### config.mk
export PLATFORM = sky130hd
export DESIGN_NAME = tlqe_front
export DESIGN_NICKNAME = d
export VERILOG_FILES = /design/src/tlqe_pkg.sv /design/src/tlqe_front.sv
export SDC_FILE = /design/constraint.sdc
export NUM_CORES = 2
export LEC_CHECK = 0
export BUFFER_PORTS_ARGS = -buffer_cell sky130_fd_sc_hd__buf_2
export CORE_MARGIN = 4
export CORE_UTILIZATION = 30
export DETAILED_ROUTE_END_ITERATION = 12
export HOLD_SLACK_MARGIN = 0.06
export SETUP_SLACK_MARGIN = 0.05
export SLEW_MARGIN = 20
export SYNTH_ARGS = -nofsm -noshare
export SYNTH_HDL_FRONTEND = slang
export SYNTH_SLANG_ARGS = --single-unit
### constraint.sdc
create_clock -name clk -period 9.8 [get_ports clk]
set_clock_uncertainty 0.05 [all_clocks]
set_input_delay 0.49 -clock clk [delete_from_list [all_inputs] [get_ports clk]]
set_output_delay 0.49 -clock clk [all_outputs]
set_load 0.005 [all_outputs]
### src/tlqe_pkg.sv
`timescale 1ns / 1ps
package tlqe_pkg;

  localparam int unsigned COORD_W = 16;
  localparam int unsigned COLOR_W = 32;
  localparam int unsigned WIDTH_W = 8;
  localparam int unsigned MITER_W = 12;
  localparam int unsigned MITER_SHIFT = 16;
  localparam int unsigned SQ_W = 33;
  localparam int unsigned ROOT_W = 25;
  localparam int unsigned RAD_W = 2 * ROOT_W;
  localparam int unsigned LEN_FRAC = 16;
  localparam int unsigned MIN_ROOT_W = 8;
  localparam int unsigned LANES = 4;

  // divider lanes
  localparam int unsigned LANE_PERP_X = 0;
  localparam int unsigned LANE_PERP_Y = 1;
  localparam int unsigned LANE_EXT_X = 2;
  localparam int unsigned LANE_EXT_Y = 3;

  typedef logic [WIDTH_W-1:0] width_t;
  localparam width_t LINE_WIDTH_RESET = 8'd16;
  localparam logic [MITER_W-1:0] MITER_Q16 = 12'd3211;

  typedef logic signed [COORD_W-1:0] coord_t;
  typedef logic [COLOR_W-1:0] color_t;

  typedef struct packed {
    coord_t start_x;
    coord_t start_y;
    coord_t end_x;
    coord_t end_y;
    color_t line_color;
  } seg_t;

  typedef struct packed {
    coord_t corner0_x;
    coord_t corner0_y;
    coord_t corner1_x;
    coord_t corner1_y;
    coord_t corner2_x;
    coord_t corner2_y;
    coord_t corner3_x;
    coord_t corner3_y;
    color_t quad_color;
  } quad_t;

  // what rides along the pipe beside the arithmetic
  typedef struct packed {
    coord_t start_x;
    coord_t start_y;
    coord_t end_x;
    coord_t end_y;
    color_t line_color;
    logic   neg_dx;
    logic   neg_dy;
  } seg_side_t;

  typedef struct packed {
    logic pipe_en;
    logic out_en;
  } stall_ctrl_t;

endpackage

### src/tlqe_front.sv
`timescale 1ns / 1ps
module tlqe_front #(
  parameter int unsigned SHIFT = 7,
  parameter int unsigned NUM_W = 31,
  parameter int unsigned EXT_W = 43
) (
  input  logic                            clk,
  input  logic                            rst,
  input  logic                            en,
  input  logic                            in_valid,
  input  tlqe_pkg::seg_t                  in_seg,
  input  tlqe_pkg::width_t                line_width,
  output logic                            out_valid,
  output logic [tlqe_pkg::SQ_W-1:0]       sq,
  output logic [NUM_W-1:0]                num_x,
  output logic [NUM_W-1:0]                num_y,
  output logic [EXT_W-1:0]                ext_x,
  output logic [EXT_W-1:0]                ext_y,
  output tlqe_pkg::seg_side_t             side
);
  localparam int unsigned CW = tlqe_pkg::COORD_W;
  localparam int unsigned MUL_W = tlqe_pkg::WIDTH_W + SHIFT;

  logic signed [CW:0]     dx_c;
  logic signed [CW:0]     dy_c;
  logic signed [CW:0]     adx_c;
  logic signed [CW:0]     ady_c;
  logic                   degen;
  logic [MUL_W-1:0]       mul_w;

  logic                   v0;
  tlqe_pkg::seg_side_t    side0;
  logic [CW-1:0]          adx0;
  logic [CW-1:0]          ady0;

  logic                   v1;
  tlqe_pkg::seg_side_t    side1;
  logic [2*CW-1:0]        sqx1;
  logic [2*CW-1:0]        sqy1;
  logic [NUM_W-1:0]       numx1;
  logic [NUM_W-1:0]       numy1;

  always_comb begin
    dx_c  = $signed({in_seg.end_x[CW-1], in_seg.end_x})
          - $signed({in_seg.start_x[CW-1], in_seg.start_x});
    dy_c  = $signed({in_seg.end_y[CW-1], in_seg.end_y})
          - $signed({in_seg.start_y[CW-1], in_seg.start_y});
    adx_c = dx_c[CW] ? -dx_c : dx_c;
    ady_c = dy_c[CW] ? -dy_c : dy_c;
    degen = (in_seg.start_x == in_seg.end_x) && (in_seg.start_y == in_seg.end_y);
    // half width in coordinate units, scaled by 2^8 for the q.8 length
    mul_w = MUL_W'(line_width) << SHIFT;
  end

  always_ff @(posedge clk) begin
    if (rst) begin
      v0        <= 1'b0;
      v1        <= 1'b0;
      out_valid <= 1'b0;
    end else if (en) begin
      v0        <= in_valid && !degen;
      v1        <= v0;
      out_valid <= v1;
    end
  end

  always_ff @(posedge clk) begin
    if (en) begin
      side0.start_x    <= in_seg.start_x;
      side0.start_y    <= in_seg.start_y;
      side0.end_x      <= in_seg.end_x;
      side0.end_y      <= in_seg.end_y;
      side0.line_color <= in_seg.line_color;
      side0.neg_dx     <= dx_c[CW];
      side0.neg_dy     <= dy_c[CW];
      adx0             <= adx_c[CW-1:0];
      ady0             <= ady_c[CW-1:0];

      side1 <= side0;
      sqx1  <= (2*CW)'(adx0) * (2*CW)'(adx0);
      sqy1  <= (2*CW)'(ady0) * (2*CW)'(ady0);
      numx1 <= NUM_W'(adx0) * NUM_W'(mul_w);
      numy1 <= NUM_W'(ady0) * NUM_W'(mul_w);

      side  <= side1;
      sq    <= tlqe_pkg::SQ_W'(sqx1) + tlqe_pkg::SQ_W'(sqy1);
      num_x <= numx1;
      num_y <= numy1;
      ext_x <= EXT_W'(numx1) * EXT_W'(tlqe_pkg::MITER_Q16);
      ext_y <= EXT_W'(numy1) * EXT_W'(tlqe_pkg::MITER_Q16);
    end
  end
endmodule

# Word level (Yosys, flattened, before mapping)
# Cells that the tools add are included.
[word_totals] ff_bits=594 inputBits=108 out_inout_bits=280 elab_cells=53
[op_classes] add_sub_neg=5 n_mul=6 eq_ne=2 muxes=2 reduce_logical=3
[op_table] op="24-bit by 12-bit multiplier with 36-bit output (second input constant)" n=2
[op_table] op="16-bit by 16-bit multiplier with 32-bit output" n=2
[op_table] op="16-bit by 8-bit multiplier with 24-bit output" n=2
[op_table] op="16-bit by 16-bit subtractor with 17-bit output" n=2
[op_table] op="32-bit by 32-bit adder with 33-bit output" n=1
[op_table] op="16-bit == test" n=2
[op_table] op="16-bit two-way mux" n=2
[op_table] op="16-bit negation" n=2
[op_table] op="1-bit logical AND" n=2
[op_table] op="1-bit zero test" n=1

# Depth between registers and ports, before layout
[depth] depth_word=4 ltp_mapped=25 mapped_depth_nobuf=24

# Least setup slack after synthesis
# OpenSTA, ideal clock, no wires.
[synth_timing] kind="register to register" from="reg adx0[9]" to="reg sqx1[31] (data pin)" setup_ns=0.260 arrival_time_ns=6.042 required_time_ns=9.490 path_slack_ns=3.448 stages_incl_launch_ff=23 n_path_buf=2 synth_period_minus_slack_ns=6.352 path_cell_list="edfxtp_1 > clkbuf_1 > clkbuf_1 > nand2_1 > fa_1 > fa_1 > inv_1 > fa_1 > fa_1 > fa_1 > inv_1 > fa_1 > inv_1 > ha_1 > a21o_1 > a21o_1 > a21oi_1 > a31oi_1 > o41ai_2 > a21oi_1 > a221o_1 > a21oi_1 > xnor2_1"
[synth_via] elab_chain_len=1
[synth_rtl] element="start, declared" line="tlqe_front.sv:33" source="logic [CW-1:0] adx0;"
[synth_rtl] element="start signal, assigned" line="tlqe_front.sv:76" source="adx0 <= adx_c[CW-1:0];"
[synth_rtl] element="16-bit by 16-bit multiplier with 32-bit output" line="tlqe_front.sv:80" source="sqx1 <= (2*CW)'(adx0) * (2*CW)'(adx0);"
[synth_rtl] element="end signal, assigned" line="tlqe_front.sv:80"
[synth_rtl] element="end, declared" line="tlqe_front.sv:38" source="logic [2*CW-1:0] sqx1;"
# No other way between the ends.
# A chain may end at the register's enable or synchronous reset.

# Final worst setup path
[layout_timing] from="reg adx0[2]" to="reg sqx1[31] (data pin)"
# Same word-level chain as after synthesis.

==> run summary <==
Slew HR -> 29.3%
Worst-path clk slew -> 0.06 ns
Synth Cell Area -> 53200 um2
number of CTS-inserted buffers -> 71
via/cell ratio -> 4.46
final net count -> 6615
most common cell in the synthesized netlist -> inv_1
Sink Count -> 590
Async SR Flop Fraction -> 0%
hold endpoint -> side0[77]
Die X -> 429 um
first-pass GRT wire length -> 194 mm
RSZ-0062 raised after global routing -> false
internal reg-to-reg setup slack -> 2.61 ns
Residual DRC -> 0
Hold Crit Class -> in2reg
EDFF count, synth -> 587
layout cells sized above 1 -> 10.0%
die area -> 184000 um2
initial core utilization -> 30.2%
Synth top area share -> 33.2%
Root Buffer -> clkbuf_16
max-slew violation count -> 0
Final TNS setup -> 0 ns
routed len/inst -> 15.6 um
Least-Margin Pin Slew -> 1.06 ns
routed vias -> 34.3k
worst setup path class -> reg2reg
Yosys top cell by area -> edfxtp_1
Fill cells -> 17.6k
post_cts resized -> 0
crit-path max FO -> 26
antenna violations before repair -> 4
Die Ht -> 429 um
Post-synth top flop -> edfxtp_1
Sequential cell area -> 17700 um2
status -> finished, final reports clean
f_max -> 139 MHz
crit start category -> flop
H-tree depth -> 3
final hold vios -> 0
GRT Residual Overflow -> 0
pin count of the biggest net entering global routing -> 163
critical path arrival -> 7.57 ns
synth top area cells -> edfxtp_1 (33%), fa_1 (24%), ha_1 (14%), inv_1 (7.9%), xnor2_1 (2.9%)
Mean Syn Cell Area -> 11.0 um2
WHS Path Cells -> 1
# IOs -> 388
CTS tree -> done
post-DP HPWL -> 94.6 mm
Period minus WS final -> 7.19 ns
IO buf count -> 359
Post-synth top cells -> inv_1 (1123), fa_1 (644), edfxtp_1 (587)
CP Data Required Time -> 10.18 ns
#FFs+latches synth -> 590
worst reg2reg startpoint -> adx0[2]
DRT iter0 DRCs -> 1633
Area Growth Syn to Fin -> 14.8%
Routed WL -> 120 mm
CTS max path bufs -> 3
area occupied by multi-input gates -> 30700 um2
HP Start -> en
reg2reg path depth -> 20
Core Footprint -> 176000 um2
Synth cell types -> 85
Critical Path Sink Type -> flop
synthesized instance count -> 4835
GRT Util Overall -> 13.1%
ANT nets after route -> 0
final setup vio count -> 0
Seq/Total Area, Yosys -> 33.3%
vias in the first global route -> 36.6k
Ys Warns -> 0
GPL Wtd Cong -> 0.844
max cap viols -> 0
# rows -> 154
drt first pass iters -> 5
Final Cycle Share -> 73.4%
Reg-to-Reg End -> sqx1[31]
latest clock arrival within the worst-skew pair -> 0.67 ns
-- cell families (layout without fill, tap and decap cells) --
family	after synthesis	count (layout)	share of synthesized area (%)
simple gates	982	982	8.95
compound gates	534	534	6.67
xor+xnor	231	231	3.81
flops	590	590	33.3
buf+inv	1259	1736	9.12
mux	11	11	0.219
fa+ha+maj	1227	1227	38.0
other cells	1	30	0.00705
-- flip-flops by register name (all words and copies together), names as in the netlist, 31 cells and up --
name	count
side	98
ext_x	35
side1	98
ext_y	35
sq	33
side0	98
sqy1	31
sqx1	31
-- stage by stage --
stage / hold WS (ns) / instance area, um2 / util (%) / instances / setup WS (ns)
global placement: 0.350 / 57600 / 32.7 / 7449 / 2.76
detailed placement: 0.355 / 57600 / 32.7 / 7449 / 2.64
finish: 0.206 / 61000 / 34.7 / 7681 / 2.61
floorplan: 0.350 / 53300 / - / 4862 / 3.45
CTS: 0.203 / 61000 / 34.7 / 7679 / 2.65
global route: 0.212 / 61000 / 34.7 / 7680 / 2.18
-- per-layer routing --
metal	wire length, um	track usage [%]
met5	12	0
met2	58000	22.3
met3	6170	2.51
met1	52000	16.9
met4	3470	4.09
-- cell type report --
| class | instances | share of cell area [%] |
|---|---|---|
| inverter | 1124 | 6.91 |
| sequential | 590 | 29.0 |
| antenna | 2 | 0.00820 |
| timing repair buffer | 480 | 4.91 |
| clock inverter | 54 | 1.06 |
| tap | 2340 | 4.80 |
| multi-input combinational | 3013 | 50.4 |
| clock buffer | 78 | 2.97 |
-- repair_timing --
action | CTS | global route
setup endpoints to repair | 0 | 0
endpoints found under the hold margin | 99 | 0
hold buffers | 98 | 0
setup buffers | 0 | 0
-- worst max-delay path by stage --
stage | from | to | slack [ns] | depth (start not counted)
after floorplan | adx0[9] | sqx1[31] | 3.45 | 22
after global placement | adx0[6] | sqx1[31] | 2.76 | 22
after detailed placement | adx0[2] | sqx1[31] | 2.64 | 20
after CTS | adx0[2] | sqx1[31] | 2.65 | 20
after global routing | adx0[12] | sqx1[31] | 2.18 | 22
final | adx0[2] | sqx1[31] | 2.61 | 20
-- critical path, cell delays in order (launching register included) --
cell and delay (ns):
edfxtp_1 1.04, nand2_1 0.30, fa_1 0.58, fa_1 0.54, inv_1 0.05, fa_1 0.48
fa_1 0.50, fa_1 0.49, inv_1 0.05, fa_1 0.47, inv_1 0.04, ha_1 0.33
a21o_1 0.18, a21o_1 0.17, a21oi_1 0.17, a31oi_1 0.17, o41ai_2 0.47, a21oi_1 0.24
a221o_1 0.36, a21oi_1 0.17, xnor2_1 0.08
-- layout by cell type (no fill, tap or decap), types with 39 or more instances in the layout --
cell type	count
inv_1	1123
o21a_1	45
a21oi_1	151
clkbuf_16	71
and2_1	204
xnor2_1	175
dlygate4sd3_1	98
nor2_1	169
nor3_1	48
o21ai_0	85
edfxtp_1	587
nand2_1	368
ha_1	583
xor2_1	56
a21o_1	67
buf_2	358
nand3_1	39
fa_1	644
Power is not shown: default switching activity piles up to over one toggle a cycle in this logic, so the estimate is an artifact.
