## src/tlqe_pkg.sv

```systemverilog
`timescale 1ns / 1ps
package tlqe_pkg;

  localparam int unsigned COORD_W = 16;
  localparam int unsigned COLOR_W = 32;
  localparam int unsigned WIDTH_W = 8;
  localparam int unsigned MITER_W = 12;
  localparam int unsigned MITER_SHIFT = 16;
  localparam int unsigned SQ_W = 33;
  localparam int unsigned ROOT_W = 25;
  localparam int unsigned RAD_W = 2 * ROOT_W;
  localparam int unsigned LEN_FRAC = 16;
  localparam int unsigned MIN_ROOT_W = 8;
  localparam int unsigned LANES = 4;

  // divider lanes
  localparam int unsigned LANE_PERP_X = 0;
  localparam int unsigned LANE_PERP_Y = 1;
  localparam int unsigned LANE_EXT_X = 2;
  localparam int unsigned LANE_EXT_Y = 3;

  typedef logic [WIDTH_W-1:0] width_t;
  localparam width_t LINE_WIDTH_RESET = 8'd16;
  localparam logic [MITER_W-1:0] MITER_Q16 = 12'd3211;

  typedef logic signed [COORD_W-1:0] coord_t;
  typedef logic [COLOR_W-1:0] color_t;

  typedef struct packed {
    coord_t start_x;
    coord_t start_y;
    coord_t end_x;
    coord_t end_y;
    color_t line_color;
  } seg_t;

  typedef struct packed {
    coord_t corner0_x;
    coord_t corner0_y;
    coord_t corner1_x;
    coord_t corner1_y;
    coord_t corner2_x;
    coord_t corner2_y;
    coord_t corner3_x;
    coord_t corner3_y;
    color_t quad_color;
  } quad_t;

  // what rides along the pipe beside the arithmetic
  typedef struct packed {
    coord_t start_x;
    coord_t start_y;
    coord_t end_x;
    coord_t end_y;
    color_t line_color;
    logic   neg_dx;
    logic   neg_dy;
  } seg_side_t;

  typedef struct packed {
    logic pipe_en;
    logic out_en;
  } stall_ctrl_t;

endpackage

```

## src/tlqe_sqrt.sv

```systemverilog
`timescale 1ns / 1ps
module tlqe_sqrt #(
  parameter int unsigned SIDE_W = 8
) (
  input  logic                          clk,
  input  logic                          rst,
  input  logic                          en,
  input  logic                          in_valid,
  input  logic [tlqe_pkg::SQ_W-1:0]     rad_in,
  input  logic [SIDE_W-1:0]             side_in,
  output logic                          out_valid,
  output logic [tlqe_pkg::ROOT_W-1:0]   root,
  output logic [SIDE_W-1:0]             side_out
);
  localparam int unsigned RW = tlqe_pkg::ROOT_W;
  localparam int unsigned RAD_W = tlqe_pkg::RAD_W;
  localparam int unsigned REM_W = RW + 2;

  logic              v_q    [RW];
  logic [REM_W-1:0]  rem_q  [RW];
  logic [RW-1:0]     root_q [RW];
  logic [RAD_W-1:0]  rad_q  [RW];
  logic [SIDE_W-1:0] side_q [RW];

  // one result bit per stage, two radicand bits consumed per stage
  for (genvar i = 0; i < RW; i++) begin : g_stage
    logic              v_p;
    logic [REM_W-1:0]  rem_p;
    logic [RW-1:0]     root_p;
    logic [RAD_W-1:0]  rad_p;
    logic [SIDE_W-1:0] side_p;
    logic [REM_W+1:0]  rem_sh;
    logic [REM_W+1:0]  trial;
    logic              ge;

    if (i == 0) begin : g_first
      assign v_p    = in_valid;
      assign rem_p  = '0;
      assign root_p = '0;
      assign rad_p  = RAD_W'({rad_in, {tlqe_pkg::LEN_FRAC{1'b0}}});
      assign side_p = side_in;
    end else begin : g_next
      assign v_p    = v_q[i-1];
      assign rem_p  = rem_q[i-1];
      assign root_p = root_q[i-1];
      assign rad_p  = rad_q[i-1];
      assign side_p = side_q[i-1];
    end

    assign rem_sh = {rem_p, rad_p[RAD_W-1 -: 2]};
    assign trial  = (REM_W + 2)'({root_p, 2'b01});
    assign ge     = rem_sh >= trial;

    always_ff @(posedge clk) begin
      if (rst) begin
        v_q[i] <= 1'b0;
      end else if (en) begin
        v_q[i] <= v_p;
      end
    end

    always_ff @(posedge clk) begin
      if (en) begin
        rem_q[i]  <= ge ? REM_W'(rem_sh - trial) : REM_W'(rem_sh);
        root_q[i] <= {root_p[RW-2:0], ge};
        rad_q[i]  <= rad_p << 2;
        side_q[i] <= side_p;
      end
    end
  end

  assign out_valid = v_q[RW-1];
  assign root      = root_q[RW-1];
  assign side_out  = side_q[RW-1];
endmodule

```

## config.mk

```make
export PLATFORM = sky130hd
export DESIGN_NAME = tlqe_sqrt
export DESIGN_NICKNAME = d
export VERILOG_FILES = /design/src/tlqe_pkg.sv /design/src/tlqe_sqrt.sv
export SDC_FILE = /design/constraint.sdc
export NUM_CORES = 2
export LEC_CHECK = 0
export BUFFER_PORTS_ARGS = -buffer_cell sky130_fd_sc_hd__buf_2
export CAP_MARGIN = 20
export CORE_MARGIN = 2
export CORE_UTILIZATION = 60
export DETAILED_ROUTE_END_ITERATION = 6
export PLACE_DENSITY_LB_ADDON = 0.08
export SKIP_CTS_REPAIR_TIMING = 1
export SYNTH_ARGS = -nofsm -noshare
export SYNTH_HDL_FRONTEND = slang
export SYNTH_SLANG_ARGS = --single-unit
```

## constraint.sdc

```tcl
create_clock -name clk -period 5.9 [get_ports clk]
set_input_delay 0.59 -clock clk [delete_from_list [all_inputs] [get_ports clk]]
set_output_delay 0.59 -clock clk [all_outputs]
set_load 0.02 [all_outputs]
```

# --- Word level (Yosys, flattened, before mapping) ---
# Memories as Yosys holds them, arrays and structs flattened.
# Cells that the tools add are included.
totals:
  regBits: 0
  ram_bits: 2725
  input_bits: 45
  output_inout_bits: 34
  n_memories: 5
classes:
  addsub: 25
  n_lt_le_gt_ge: 25
  mux: 56
  n_bitwise: 25
memory_table:
  columns: ["memory", "words", "width", "rd", "rd_clocked_by_memory_dff", "write_ports", "line_no", "source"]
  rows:
  - ["rad_q", 25, 48, 24, 0, 25, "tlqe_sqrt.sv:22", "logic [RAD_W-1:0] rad_q [RW];"]
  - ["rem_q", 25, 27, 24, 0, 25, "tlqe_sqrt.sv:20", "logic [REM_W-1:0] rem_q [RW];"]
  - ["root_q", 25, 25, 25, 0, 25, "tlqe_sqrt.sv:21", "logic [RW-1:0] root_q [RW];"]
  - ["side_q", 25, 8, 25, 0, 25, "tlqe_sqrt.sv:23", "logic [SIDE_W-1:0] side_q [RW];"]
  - ["v_q", 25, 1, 25, 0, 25, "tlqe_sqrt.sv:19", "logic v_q [RW];"]
op_table:
  columns: ["operator", "n"]
  rows:
  - ["$ge 29x27->1", 24]
  - ["$mux 27", 25]
  - ["$sub 27x27->27", 24]
  - ["$mux 1", 31]
  - ["$or 1x1->1", 25]
  - ["$sub 1x1->2 const B", 1]
  - ["$ge 1x1->1 const B", 1]

# --- Longest topological paths before layout ---
depth:
  depth_word: 4
  mapped_depth: 13

# --- Worst setup path after synthesis ---
# No wires, ideal clock.
synth_path:
  path_kind: "reg-to-reg"
  start: "memory rem_q[0][125] (netlist bit)"
  end: "memory rem_q[0][150] (netlist bit), data pin"
  setup_ps: 258
  arrival_time_ps: 3504
  t_required_ps: 5642
  path_slack_ps: 2138
  stages_incl_launch_ff: 11
  synth_period_minus_slack_ps: 3762
  path_cell_list: "edfxtp_1 or4_1 or4b_1 buf_2 or4_4 o41ai_2 nor4_2 or3_1 buf_2 or3_1 xnor2_1"
synth_rtl:
  columns: ["element", "line_no"]
  rows:
  - ["from (decl)", "tlqe_sqrt.sv:20"]

==> qor.csv <==
stage,metric,value,unit
synthesis,syn-num-nets,5609,
synthesis,seq_area_frac_synth,63.7,%
final_layout,n_antenna_cell,0,
clocking,cts_buffers,148,
timing,slew_headroom,27.7,%
place,place_congestion,0.867,
synthesis,synth_seq_cells,1421,
floorplanning,die_area,114000,um2
clocking,clockBufferDepth,3,
clocking,clock_sink_count,1421,
synthesis,synthAdderAreaFrac,6.47,%
clocking,tritoncts,done,
critical_path,end_kind,register,
route,wirelength,124000,um
final_layout,final_common_cell,edfxtp_1,
timing,fin_skew,18.4,ps
floorplanning,core,111000,um2
global_routing,grt_usage,22.0,%
timing,tightest_slew,1080,ps
global_routing,grt.overflow.total,0,
timing,slew_violations,0,
floorplanning,die_h,338,um
power_and_ir_drop,total_leakage_power,28.3,nW
critical_path,ff2ff_path_depth,9,
power_and_ir_drop,power.internal,19.7,mW
critical_path,worstPathMaxFanout,15,
route,wl_per_cell,17.6,um
min_path,hold_depth,1,
synthesis,synth_top_area_cell,edfxtp_1,
synthesis,async_flop_share,0,%
critical_path,crit_path_start_kind,register,
global_routing,antenna_found_initial,0,
final_layout,final_nets,5834,
synthesis,synth_flop_cell,edfxtp_1,
clocking,clock_latency,760,ps
timing,timing.hold.ws,21.6,ps
critical_path,worstPathRequired,6410,ps
critical_path,crit_type,reg -> reg,
clocking,clk_pin_slew,60,ps
critical_path,crit_arrival,4520,ps
synthesis,synth_mux_area_share,0.787,%
status,outcome,"finished, final reports clean",
min_path,whs_endpoint,side_q[0][6],
place,hpwl,88000,um
final_layout,mostFrequentLayoutCells,"edfxtp_1 (1421), inv_1 (426), nand2_1 (368)",
synthesis,synth_edf_count,1421,
synthesis,netlist_instances,5222,
final_layout,final-instance-count-excl-fill,7048,
global_routing,grt_max_degree,177,
run,maxCapViolCount,0,
synthesis,synthTopCellsByArea,"edfxtp_1 (64%), ha_1 (6.3%), xor2_1 (3.1%), xnor2_1 (3.0%), inv_1 (2.4%)",
power_and_ir_drop,p_comb_share,17.2,%
route,drtIter0Drc,3033,
synthesis,synthXorXnorAreaFrac,6.13,%
synthesis,synth_simple_gate_area_share,10.5,%
floorplanning,rows,122,
synthesis,synth_area_per_cell,12.8,um2
place,dp_cells,6739,
timing,final.setup.tns,0,ps
route,vias,39853,
synthesis,ys_types,84,
critical_path,rr_endpoint,rem_q[0][159],
synthesis,synth_top_area_share,63.7,%
timing,setup_violations,0,
synthesis,synth_top_family_by_area,simple AND/OR/NAND/NOR gates,
min_path,hp-class,in -> reg,
power_and_ir_drop,ir_drop,0.323,mV
global_routing,grt_pass1_vias,38615,
floorplanning,die_w,338,um
route,drtPass1Iterations,6,
critical_path,reg2reg_from,rem_q[0][126],
timing,final.period_utilization,68.1,%
route,ant_nets,0,
synthesis,syn_area,67000,um2
clocking,htreeDepth,4,
power_and_ir_drop,pwr-share-clk,33.1,%
power_and_ir_drop,p_per_area,362,nW/um2
power_and_ir_drop,seqPwrFrac,49.7,%
floorplanning,initial_core_util,60.5,%
route,drc,0,
final_layout,syn_to_final_growth,11.1,%
timing,rsz0062_at_grt,no,
critical_path,startpoint,rem_q[0][126],
clocking,root_buffer,clkbuf_16,
global_routing,grt_pass1_wl,200000,um
power_and_ir_drop,switching_share,26.9,%
critical_path,rrSetupSlack,1880,ps
timing,finalHoldViolations,0,
timing,fmax,0.249,GHz
power_and_ir_drop,power.switching,7.26,mW
timing,min_period,4020,ps
final_layout,drive_above_1_share,7.52,%
synthesis,synth_warnings,0,
place,port_buffers,78,
route,avgViaCountPerCell,5.65,
min_path,hold_path_startpoint,side_in[6],
synthesis,synth_compound_area_share,9.53,%
floorplanning,pin_count,79,
## cells in the mapped netlist (22+ instances only)
| library cell | instances |
|---|---|
| and2_1 | 44 |
| clkbuf_1 | 73 |
| o21a_1 | 62 |
| nand2_1 | 368 |
| o21bai_1 | 27 |
| xor2_1 | 238 |
| mux2_2 | 33 |
| a31oi_1 | 22 |
| a21oi_1 | 297 |
| and3_1 | 25 |
| a21o_1 | 84 |
| or4_1 | 29 |
| or3_1 | 50 |
| nor2_1 | 339 |
| ha_1 | 335 |
| o21ai_0 | 270 |
| nor2b_1 | 46 |
| a211oi_1 | 33 |
| inv_1 | 426 |
| nor3_1 | 133 |
| nor4_1 | 63 |
| nand3_1 | 85 |
| nand4_1 | 37 |
| edfxtp_1 | 1421 |
| o31ai_1 | 36 |
| xnor2_1 | 231 |
| nand2b_1 | 89 |
## cell families (layout without fill, tap and decap cells)
kind of cell,count (synthesis),count (layout)
buffers and inverters,513,851
XOR/XNOR,469,469
AND/OR/NAND/NOR,1411,1411
adder cells (fa/ha/maj),342,342
flip-flops,1421,1421
multiplexers,48,48
other,1,1
AO/OA/AOI/OAI,1017,1017
## cell type report
| class | count | area [um2] |
|---|---|---|
| clock buffers | 177 | 3830 |
| clock inverters | 86 | 825 |
| fillers | 7994 | 36200 |
| flip-flops and latches | 1421 | 42700 |
| multi-input cells | 3288 | 22400 |
| well taps | 1488 | 1860 |
| repair buffers | 157 | 1210 |
| inverters | 431 | 1620 |
## stage by stage
step                      utilization, %  instance area (um2)  total power, mW  worst slack (ps)
after CTS                           66.8                74000             27.2              1470
after floorplan                        -                67000             16.7              2140
final                               67.2                74400             27.0              1880
after detailed placement            62.6                69300             18.2              1500
after global routing                67.2                74400             28.3              1530
after global placement              62.6                69300             18.1              1620
## power groups by stage
stage / combinational (mW) / clock, mW / sequential [mW]
2_1_floorplan: 3.45 / 0 / 13.3
3_3_place_gp: 4.49 / 0 / 13.6
3_5_place_dp: 4.57 / 0 / 13.6
4_1_cts: 4.60 / 9.16 / 13.4
5_1_grt: 5.24 / 9.55 / 13.5
6_report: 4.63 / 8.93 / 13.4
## worst max-delay path by stage
stage,slack [ps],end,cells past startpoint
4_1_cts,1470,rem_q[2][174],9
5_1_grt,1530,rem_q[1][45],8
3_5_place_dp,1500,rem_q[2][174],9
6_report,1880,rem_q[0][159],9
3_3_place_gp,1620,rem_q[2][171],9
2_1_floorplan,2140,rem_q[0][150],10
## per-layer routing
layer	GRT usage, %	vias to the layer above	share of wire, %
met1	30.4	19087	45
met4	7.45	0	2.6
met5	0	-	0
li1	-	19725	-
met2	35.9	835	48
met3	3.14	206	4.2
## registers in the layout, summed over array words and instances, names as in the netlist
| signal | cells |
|---|---|
| root_q | 325 |
| rem_q | 599 |
| v_q | 25 |
| rad_q | 272 |
| side_q | 200 |
## critical path, cell delays in order, from the launching register on
cell       delay [ps]
edfxtp_1          400
or4_1             570
or4b_1            670
or4_4             530
o41ai_2           400
nor4_2            140
buf_4             250
a2111oi_1         520
nand2b_1          130
xnor2_1           140
Note: power is estimated with default switching activity, not from simulation.
