<file path="config.mk">
export PLATFORM = sky130hd
export DESIGN_NAME = tlqe_back
export DESIGN_NICKNAME = d
export VERILOG_FILES = /design/src/tlqe_pkg.sv /design/src/tlqe_back.sv
export SDC_FILE = /design/constraint.sdc
export NUM_CORES = 1
export LEC_CHECK = 0
export BUFFER_PORTS_ARGS = -buffer_cell sky130_fd_sc_hd__buf_4
export CORE_MARGIN = 4
export CORE_UTILIZATION = 40
export CTS_CLUSTER_SIZE = 30
export DETAILED_ROUTE_END_ITERATION = 12
export PLACE_DENSITY = 0.57
export RECOVER_POWER = 100
export SETUP_SLACK_MARGIN = 0.2
export SLEW_MARGIN = 40
export SYNTH_ARGS = -nofsm -noshare
export SYNTH_HDL_FRONTEND = slang
export SYNTH_SLANG_ARGS = --single-unit
</file>
<file path="constraint.sdc">
create_clock -name clk -period 6 [get_ports clk]
set_input_delay 0.6 -clock clk [delete_from_list [all_inputs] [get_ports clk]]
set_output_delay 0.6 -clock clk [all_outputs]
set_load 0.05 [all_outputs]
</file>
<file path="src/tlqe_pkg.sv">
`timescale 1ns / 1ps
package tlqe_pkg;

  localparam int unsigned COORD_W = 16;
  localparam int unsigned COLOR_W = 32;
  localparam int unsigned WIDTH_W = 8;
  localparam int unsigned MITER_W = 12;
  localparam int unsigned MITER_SHIFT = 16;
  localparam int unsigned SQ_W = 33;
  localparam int unsigned ROOT_W = 25;
  localparam int unsigned RAD_W = 2 * ROOT_W;
  localparam int unsigned LEN_FRAC = 16;
  localparam int unsigned MIN_ROOT_W = 8;
  localparam int unsigned LANES = 4;

  // divider lanes
  localparam int unsigned LANE_PERP_X = 0;
  localparam int unsigned LANE_PERP_Y = 1;
  localparam int unsigned LANE_EXT_X = 2;
  localparam int unsigned LANE_EXT_Y = 3;

  typedef logic [WIDTH_W-1:0] width_t;
  localparam width_t LINE_WIDTH_RESET = 8'd16;
  localparam logic [MITER_W-1:0] MITER_Q16 = 12'd3211;

  typedef logic signed [COORD_W-1:0] coord_t;
  typedef logic [COLOR_W-1:0] color_t;

  typedef struct packed {
    coord_t start_x;
    coord_t start_y;
    coord_t end_x;
    coord_t end_y;
    color_t line_color;
  } seg_t;

  typedef struct packed {
    coord_t corner0_x;
    coord_t corner0_y;
    coord_t corner1_x;
    coord_t corner1_y;
    coord_t corner2_x;
    coord_t corner2_y;
    coord_t corner3_x;
    coord_t corner3_y;
    color_t quad_color;
  } quad_t;

  // what rides along the pipe beside the arithmetic
  typedef struct packed {
    coord_t start_x;
    coord_t start_y;
    coord_t end_x;
    coord_t end_y;
    color_t line_color;
    logic   neg_dx;
    logic   neg_dy;
  } seg_side_t;

  typedef struct packed {
    logic pipe_en;
    logic out_en;
  } stall_ctrl_t;

endpackage

</file>
<file path="src/tlqe_back.sv">
`timescale 1ns / 1ps
module tlqe_back #(
  parameter int unsigned QUO_W = 24
) (
  input  logic                    clk,
  input  logic                    rst,
  input  tlqe_pkg::stall_ctrl_t   ctrl,
  input  logic                    in_valid,
  input  logic [QUO_W-1:0]        quo [tlqe_pkg::LANES],
  input  tlqe_pkg::seg_side_t     side,
  output logic                    mid_valid,
  output logic                    out_valid,
  output tlqe_pkg::quad_t         quad
);
  localparam int unsigned CRD = tlqe_pkg::COORD_W;
  localparam int unsigned CW = QUO_W + 3;
  localparam logic signed [CW:0] MAX_C = (CW + 1)'(2 ** (CRD - 1) - 1);
  localparam logic signed [CW:0] MIN_C = -(CW + 1)'(2 ** (CRD - 1));

  logic signed [CW-1:0] q_s [tlqe_pkg::LANES];
  logic signed [CW-1:0] px_c, py_c, ox_c, oy_c;

  logic signed [CW-1:0] px, py, ax, ay, bx, by;
  tlqe_pkg::color_t     color_m;

  function automatic logic signed [CW-1:0] sext(input tlqe_pkg::coord_t c);
    sext = $signed({{(CW - CRD){c[CRD-1]}}, c});
  endfunction

  function automatic tlqe_pkg::coord_t sat(input logic signed [CW:0] v);
    logic signed [CW:0] lim;
    lim = v;
    if (v > MAX_C) begin
      lim = MAX_C;
    end else if (v < MIN_C) begin
      lim = MIN_C;
    end
    sat = tlqe_pkg::coord_t'(lim[CRD-1:0]);
  endfunction

  always_comb begin
    for (int k = 0; k < tlqe_pkg::LANES; k++) begin
      q_s[k] = $signed(CW'(quo[k]));
    end
    // perpendicular is (-dy, dx)
    px_c = side.neg_dy ? q_s[tlqe_pkg::LANE_PERP_X] : -q_s[tlqe_pkg::LANE_PERP_X];
    py_c = side.neg_dx ? -q_s[tlqe_pkg::LANE_PERP_Y] : q_s[tlqe_pkg::LANE_PERP_Y];
    ox_c = side.neg_dx ? -q_s[tlqe_pkg::LANE_EXT_X] : q_s[tlqe_pkg::LANE_EXT_X];
    oy_c = side.neg_dy ? -q_s[tlqe_pkg::LANE_EXT_Y] : q_s[tlqe_pkg::LANE_EXT_Y];
  end

  always_ff @(posedge clk) begin
    if (rst) begin
      mid_valid <= 1'b0;
      out_valid <= 1'b0;
    end else begin
      if (ctrl.pipe_en) begin
        mid_valid <= in_valid;
      end
      if (ctrl.out_en) begin
        out_valid <= mid_valid;
      end
    end
  end

  always_ff @(posedge clk) begin
    if (ctrl.pipe_en) begin
      px      <= px_c;
      py      <= py_c;
      ax      <= sext(side.start_x) - ox_c;
      ay      <= sext(side.start_y) - oy_c;
      bx      <= sext(side.end_x) + ox_c;
      by      <= sext(side.end_y) + oy_c;
      color_m <= side.line_color;
    end
  end

  always_ff @(posedge clk) begin
    if (ctrl.out_en) begin
      quad.corner0_x  <= sat((CW + 1)'(ax) + (CW + 1)'(px));
      quad.corner0_y  <= sat((CW + 1)'(ay) + (CW + 1)'(py));
      quad.corner1_x  <= sat((CW + 1)'(bx) + (CW + 1)'(px));
      quad.corner1_y  <= sat((CW + 1)'(by) + (CW + 1)'(py));
      quad.corner2_x  <= sat((CW + 1)'(bx) - (CW + 1)'(px));
      quad.corner2_y  <= sat((CW + 1)'(by) - (CW + 1)'(py));
      quad.corner3_x  <= sat((CW + 1)'(ax) - (CW + 1)'(px));
      quad.corner3_y  <= sat((CW + 1)'(ay) - (CW + 1)'(py));
      quad.quad_color <= color_m;
    end
  end
endmodule

</file>
# After elaboration in Yosys (flattened, before gate mapping)
# Index checks and enable logic that the tools add are counted.
# totals
in_bits,199
memories,0
ramBits,0
output_inout_bits,162
rom_bits,0
regBits,356
latchBits,0
# classes
multipliers,0
n_lt_le_gt_ge,16
muxes,12
n_reduce_logical,0
n_bitwise,0
div_mod_pow,0
n_addsub,16
shifts,0
eq_ne,0
# ops
op,n
"28-bit by 16-bit > comparator with 1-bit output, second input constant",8
"28-bit by 16-bit < comparator with 1-bit output, second input constant",8
16-bit two-way mux,8
27-bit by 27-bit adder with 28-bit output,4
27-bit by 27-bit subtractor with 28-bit output,4
24-bit negator with 27-bit output,4
16-bit by 27-bit adder with 27-bit output,2
27-bit two-way mux,2
16-bit by 27-bit subtractor with 27-bit output,2
24-bit two-way mux,2

# Longest topological paths before layout
# depth
word_depth,3
mapped_depth,20
ltp_nobuf,20

# Worst setup path after synthesis
# OpenSTA, ideal clock, no wires.
# synth_path
path_kind,in2reg
start,input quo[4] (netlist bit)
end,"register ay[25], data pin"
arrival_time_ns,4.278
t_required_ns,5.738
slack_ns,1.460
cell_stages,16
n_path_buf,0
cell_sequence,or3_1 > or2_2 > nor4_1 > nand2_1 > o41a_1 > xor2_1 > inv_1 > ha_1 > and3_1 > and3_1 > a221o_1 > a41oi_1 > a31oi_1 > a211oi_1 > o21bai_1 > xor2_1
# synth_via
elab_chain_len,3
# synth_rtl
element,line,rtl
start: declaration,tlqe_back.sv:9,"input logic [QUO_W-1:0] quo [tlqe_pkg::LANES],"
24-bit negator with 27-bit output,tlqe_back.sv:49,oy_c = side.neg_dy ? -q_s[tlqe_pkg::LANE_EXT_Y] : q_s[tlqe_pkg::LANE_EXT_Y];
27-bit two-way mux (*),tlqe_back.sv:49,
16-bit by 27-bit subtractor with 27-bit output (*),tlqe_back.sv:71,ay <= sext(side.start_y) - oy_c;
end signal: assignment,tlqe_back.sv:71,
end: declaration,tlqe_back.sv:23,"logic signed [CW-1:0] px, py, ax, ay, bx, by;"
# Every way passes the cells marked *; elsewhere a longest branch is shown, timed or not.
# A chain may end at the register's enable or synchronous reset.

# Final worst setup path
# layout_path
start,register py[1]
end,"register quad[78] (netlist bit), data pin"
# layout_via
elab_chain_len,3
elab_cells_between_ends,4
classes_between,add/sub (1); order compare (2); mux (1)
# layout_rtl
element,line,rtl
start: declaration,tlqe_back.sv:23,
start signal: assignment,tlqe_back.sv:69,py <= py_c;
27-bit by 27-bit subtractor with 28-bit output (*),tlqe_back.sv:85,quad.corner2_y <= sat((CW + 1)'(by) - (CW + 1)'(py));
28-bit by 16-bit < comparator with 1-bit output,tlqe_back.sv:35,end else if (v < MIN_C) begin
16-bit two-way mux,tlqe_back.sv:35,
end: declaration,tlqe_back.sv:13,output tlqe_pkg::quad_t quad
# Marks and branches as above.

==> PnR_summary.wiki <==
{| class="wikitable"
! Metric !! Value
|-
| Core region area || 74300 µm²
|-
| Most used flip-flop cell after synthesis || sky130_fd_sc_hd__edfxtp_1
|-
| H-tree level count || 2
|-
| Async set-or-reset flop fraction in the synthesized netlist || 0
|-
| Number of buffers inserted during clock tree synthesis || 44
|-
| Pin slew with the least headroom to its limit || 5130 ps
|-
| Std cell rows || 100
|-
| Cell depth of the worst flop-to-flop path || 14
|-
| Count of cells resized by post-cts repair || 0
|-
| Worst setup slack after placement || 1020 ps
|-
| Area share of fa/ha/maj cells after synthesis || 0.143
|-
| Final weighted congestion of routability-driven global placement || about 0.91
|-
| Vias in the first global route || 23618
|-
| Reg-to-reg setup timing slack || between 700 and 800 ps
|-
| Antenna violations before repair || 5
|-
| First-pass GRT wire length || about 140 mm
|-
| Clock Root Buffer || sky130_fd_sc_hd__clkbuf_16
|-
| Global Route Usage Sum || 0.230
|-
| Register bit total from synthesis || 356
|-
| Min Tclk post-route || around 5300 ps
|-
| Setup_tns || 0 ps
|-
| Violated checks || capacitance limit, slew limit
|-
| Starting density of the core || 0.403
|-
| Area enclosed by the die boundary || slightly below 80000 µm²
|-
| Total gr overflow || 0
|-
| Most instantiated library cell after synthesis || sky130_fd_sc_hd__edfxtp_1
|-
| Post-synthesis xor/xnor area fraction || 0.103
|-
| Clock Tree Buf Depth || 3
|-
| Buffers inserted by post-CTS timing repair || 0
|-
| Setup repair after global routing missed its margin || no
|-
| Combinational family with the most area after synthesis || compound AO/OA/AOI/OAI gates
|-
| Slowest cell on crit path || sky130_fd_sc_hd__o41ai_1
|-
| Worst path arrival time || 5470 ps
|-
| Pin count of the biggest net entering global routing || 141
|-
| Estimated wirelength of the detail-placed design || 77.2 mm
|-
| Highest clock rate || about 0.19 GHz
|-
| Total power of the final layout || 13.1 mW
|-
| Stage delay of the slowest cell on the critical path || 640 ps
|-
| Sort of element at the end of the critical path || register
|-
| Capture instance of the worst register-to-register path || quad[78]
|-
| Required @ worst endpoint || approximately 6200 ps
|-
| Setup crit end || quad[78]
|-
| Worst hold margin || 166 ps
|-
| Setup Skew || 47.8 ps
|-
| Die outline width || ~280 µm
|-
| Clock latency on the worst-skew pair || 610 ps
|-
| Total number of nets in the final design || 4076
|-
| Violation count after the first detailed-routing iteration || around 1900
|-
| Class of the most critical setup path || register to register
|-
| Total power density per cell area || 383 nW/µm²
|-
| Routed len/inst || roughly 21 µm
|-
| Area leader, netlist || sky130_fd_sc_hd__edfxtp_1
|-
| Post-CTS Hold Buffers || 0
|-
| Vias || 25249
|-
| Sort of element at the start of the critical path || register
|-
| Height of the die || 282 µm
|-
| Sequential fraction of the synthesis area || 0.356
|-
| Post-route DRC violation count || 0
|-
| Worst setup path startpoint || py[1]
|-
| Port bufs || 360
|-
| Status || finished with violations
|-
| Crit-path max FO || 15
|-
| Clock-pin slew of the registers on the worst-case setup and hold paths || 60 ps
|-
| Area Growth Syn to Fin || 14.6%
|-
| Ratio of routed vias to standard cells || 5.55
|-
| Final routed wirelength across all metal layers || 94.9 mm
|-
| Syn. warnings || 0
|-
| Count of nets left with antenna violations after detail routing || 0
|-
| Cell-by-cell trace of the critical path || inv_1, ha_1, nor2b_1, o2111ai_1, nand3_1, o211a_1, o41ai_1, a31oi_1, or4_1, nand3_1, nand4_1, o41ai_1, clkbuf_1, o21ai_0
|-
| Number of clock sinks seen by CTS || 356
|-
| Tightest Hold Check Type || input port to register
|-
| Netlist area before placement || approximately 30000 µm²
|-
| Pre-antenna DRT Iters || 6
|-
| Reg-to-reg critical path startpoint || py[1]
|-
| Max-slew violations || 158
|-
| Final Cycle Share || 0.881
|-
| Normalized max-slew margin || -2.42
|-
| Critical Path Stages || 14
|-
| Core occupancy in the finished layout || 0.462
|-
| Number of top-level pins || 361
|-
| Largest delay contributor family on the critical path || compound AO/OA/AOI/OAI gates
|-
| Peak VDD IR || 0.192 mV
|-
| Main area contributors after synthesis || sky130_fd_sc_hd__edfxtp_1 (35%), sky130_fd_sc_hd__ha_1 (14%), sky130_fd_sc_hd__xnor2_1 (7.7%), sky130_fd_sc_hd__a21oi_1 (4.1%), sky130_fd_sc_hd__nor2_1 (3.6%)
|-
| Gate count of the mapped netlist || between 3000 and 4000
|-
| Final critical-path setup slack || 716 ps
|-
| Proportion of synthesized area in mux cells || 0.00313
|-
| TritonCTS clock tree || done
|-
| Net count after synthesis || 3751
|-
| Post-synth top area share || 0.355
|-
| Number of setup violations in the final report || 0
|-
| Fin. Hold Viols || 0
|-
| Most common library cells after synthesis || sky130_fd_sc_hd__edfxtp_1 (354), sky130_fd_sc_hd__ha_1 (324), sky130_fd_sc_hd__nor2_1 (290)
|-
| Fraction of final layout cells with drive strength greater than 1 || 0.0876
|-
| Synth Area in Simple Gates || 0.142
|-
| EDFF count, synth || ~350
|-
| Number of max-capacitance violations reported || 3
|-
| Synthesized-area fraction occupied by ao, oa, aoi and oai cells || 0.203
|-
| Per-instance average area after synthesis || ~9.3 µm²
|-
| Leakage Power || 13.7 nW
|-
| Bufs and invs on worst path || 2
|-
| Unique cell type count in the Yosys netlist || 95
|}
[metrics by stage]
stage | cells | area (µm²)
detailed placement | 4462 | 33700
global placement | 4461 | 33600
floorplan | 3216 | 30000
CTS | 4541 | 35100
finish | 4547 | 34400
global route | 4544 | 34400
[registers in the layout, indices dropped and copies added (netlist names)]
signal and flops:
quad 160, color_m 32, ax 27, ay 27, bx 27, by 27, px 27, py 27
mid_valid 1, out_valid 1
[worst min-delay path by stage]
| stage | from | endpoint | slack, ps | cells after the start |
|---|---|---|---|---|
| finish | rst | mid_valid | 170 | 2 |
| global route | rst | out_valid | 150 | 2 |
| CTS | rst | mid_valid | 120 | 2 |
| detailed placement | color_m[20] | quad[20] | 400 | 0 |
| global placement | color_m[13] | quad[13] | 400 | 0 |
| floorplan | color_m[0] | quad[0] | 400 | 0 |
[cell usage in the layout (no fill, tap or decap), types with 137 or more instances in the layout]
master and count:
sky130_fd_sc_hd__edfxtp_1 354, sky130_fd_sc_hd__o21ai_0 219, sky130_fd_sc_hd__clkbuf_1 196, sky130_fd_sc_hd__a21oi_1 244
sky130_fd_sc_hd__ha_1 324, sky130_fd_sc_hd__inv_1 253, sky130_fd_sc_hd__xnor2_1 262, sky130_fd_sc_hd__nor2_1 290
sky130_fd_sc_hd__buf_4 167, sky130_fd_sc_hd__nand2_1 137
[where the power goes]
| group | leakage, nW | internal, mW | switching, mW | total [mW] |
|---|---|---|---|---|
| clock | 0.686 | 1.54 | 1.10 | 2.64 |
| sequential | 3.40 | 3.40 | 0.318 | 3.72 |
| combinational | 9.64 | 2.32 | 4.48 | 6.79 |
[kinds of logic (layout without fill, tap and decap cells)]
kind of cell	Yosys count	count (layout)
compound gates	933	933
xor+xnor	352	352
fa+ha+maj	336	336
buf+inv	366	724
flops	356	356
mux	9	9
other cells	0	4
simple gates	864	864
[layer usage]
metal	up-vias	global-route usage	wire, µm
met2	750	0.358	41300
met1	12011	0.334	45200
li1	12381	-	-
met5	-	0	0
met3	107	0.0437	6420
met4	0	0.0498	1980
[final cells by class]
class / instances / area, µm²
inverter: 261 / 980
clock inverter: 22 / 265
clock buffer: 57 / 1150
multi-input combinational: 2494 / 17900
sequential: 356 / 10700
timing repair buffer: 384 / 2210
antenna: 4 / 10.0
tap: 969 / 1210
fill: 7364 / 40000
Note: power is estimated with default switching activity, not from simulation.
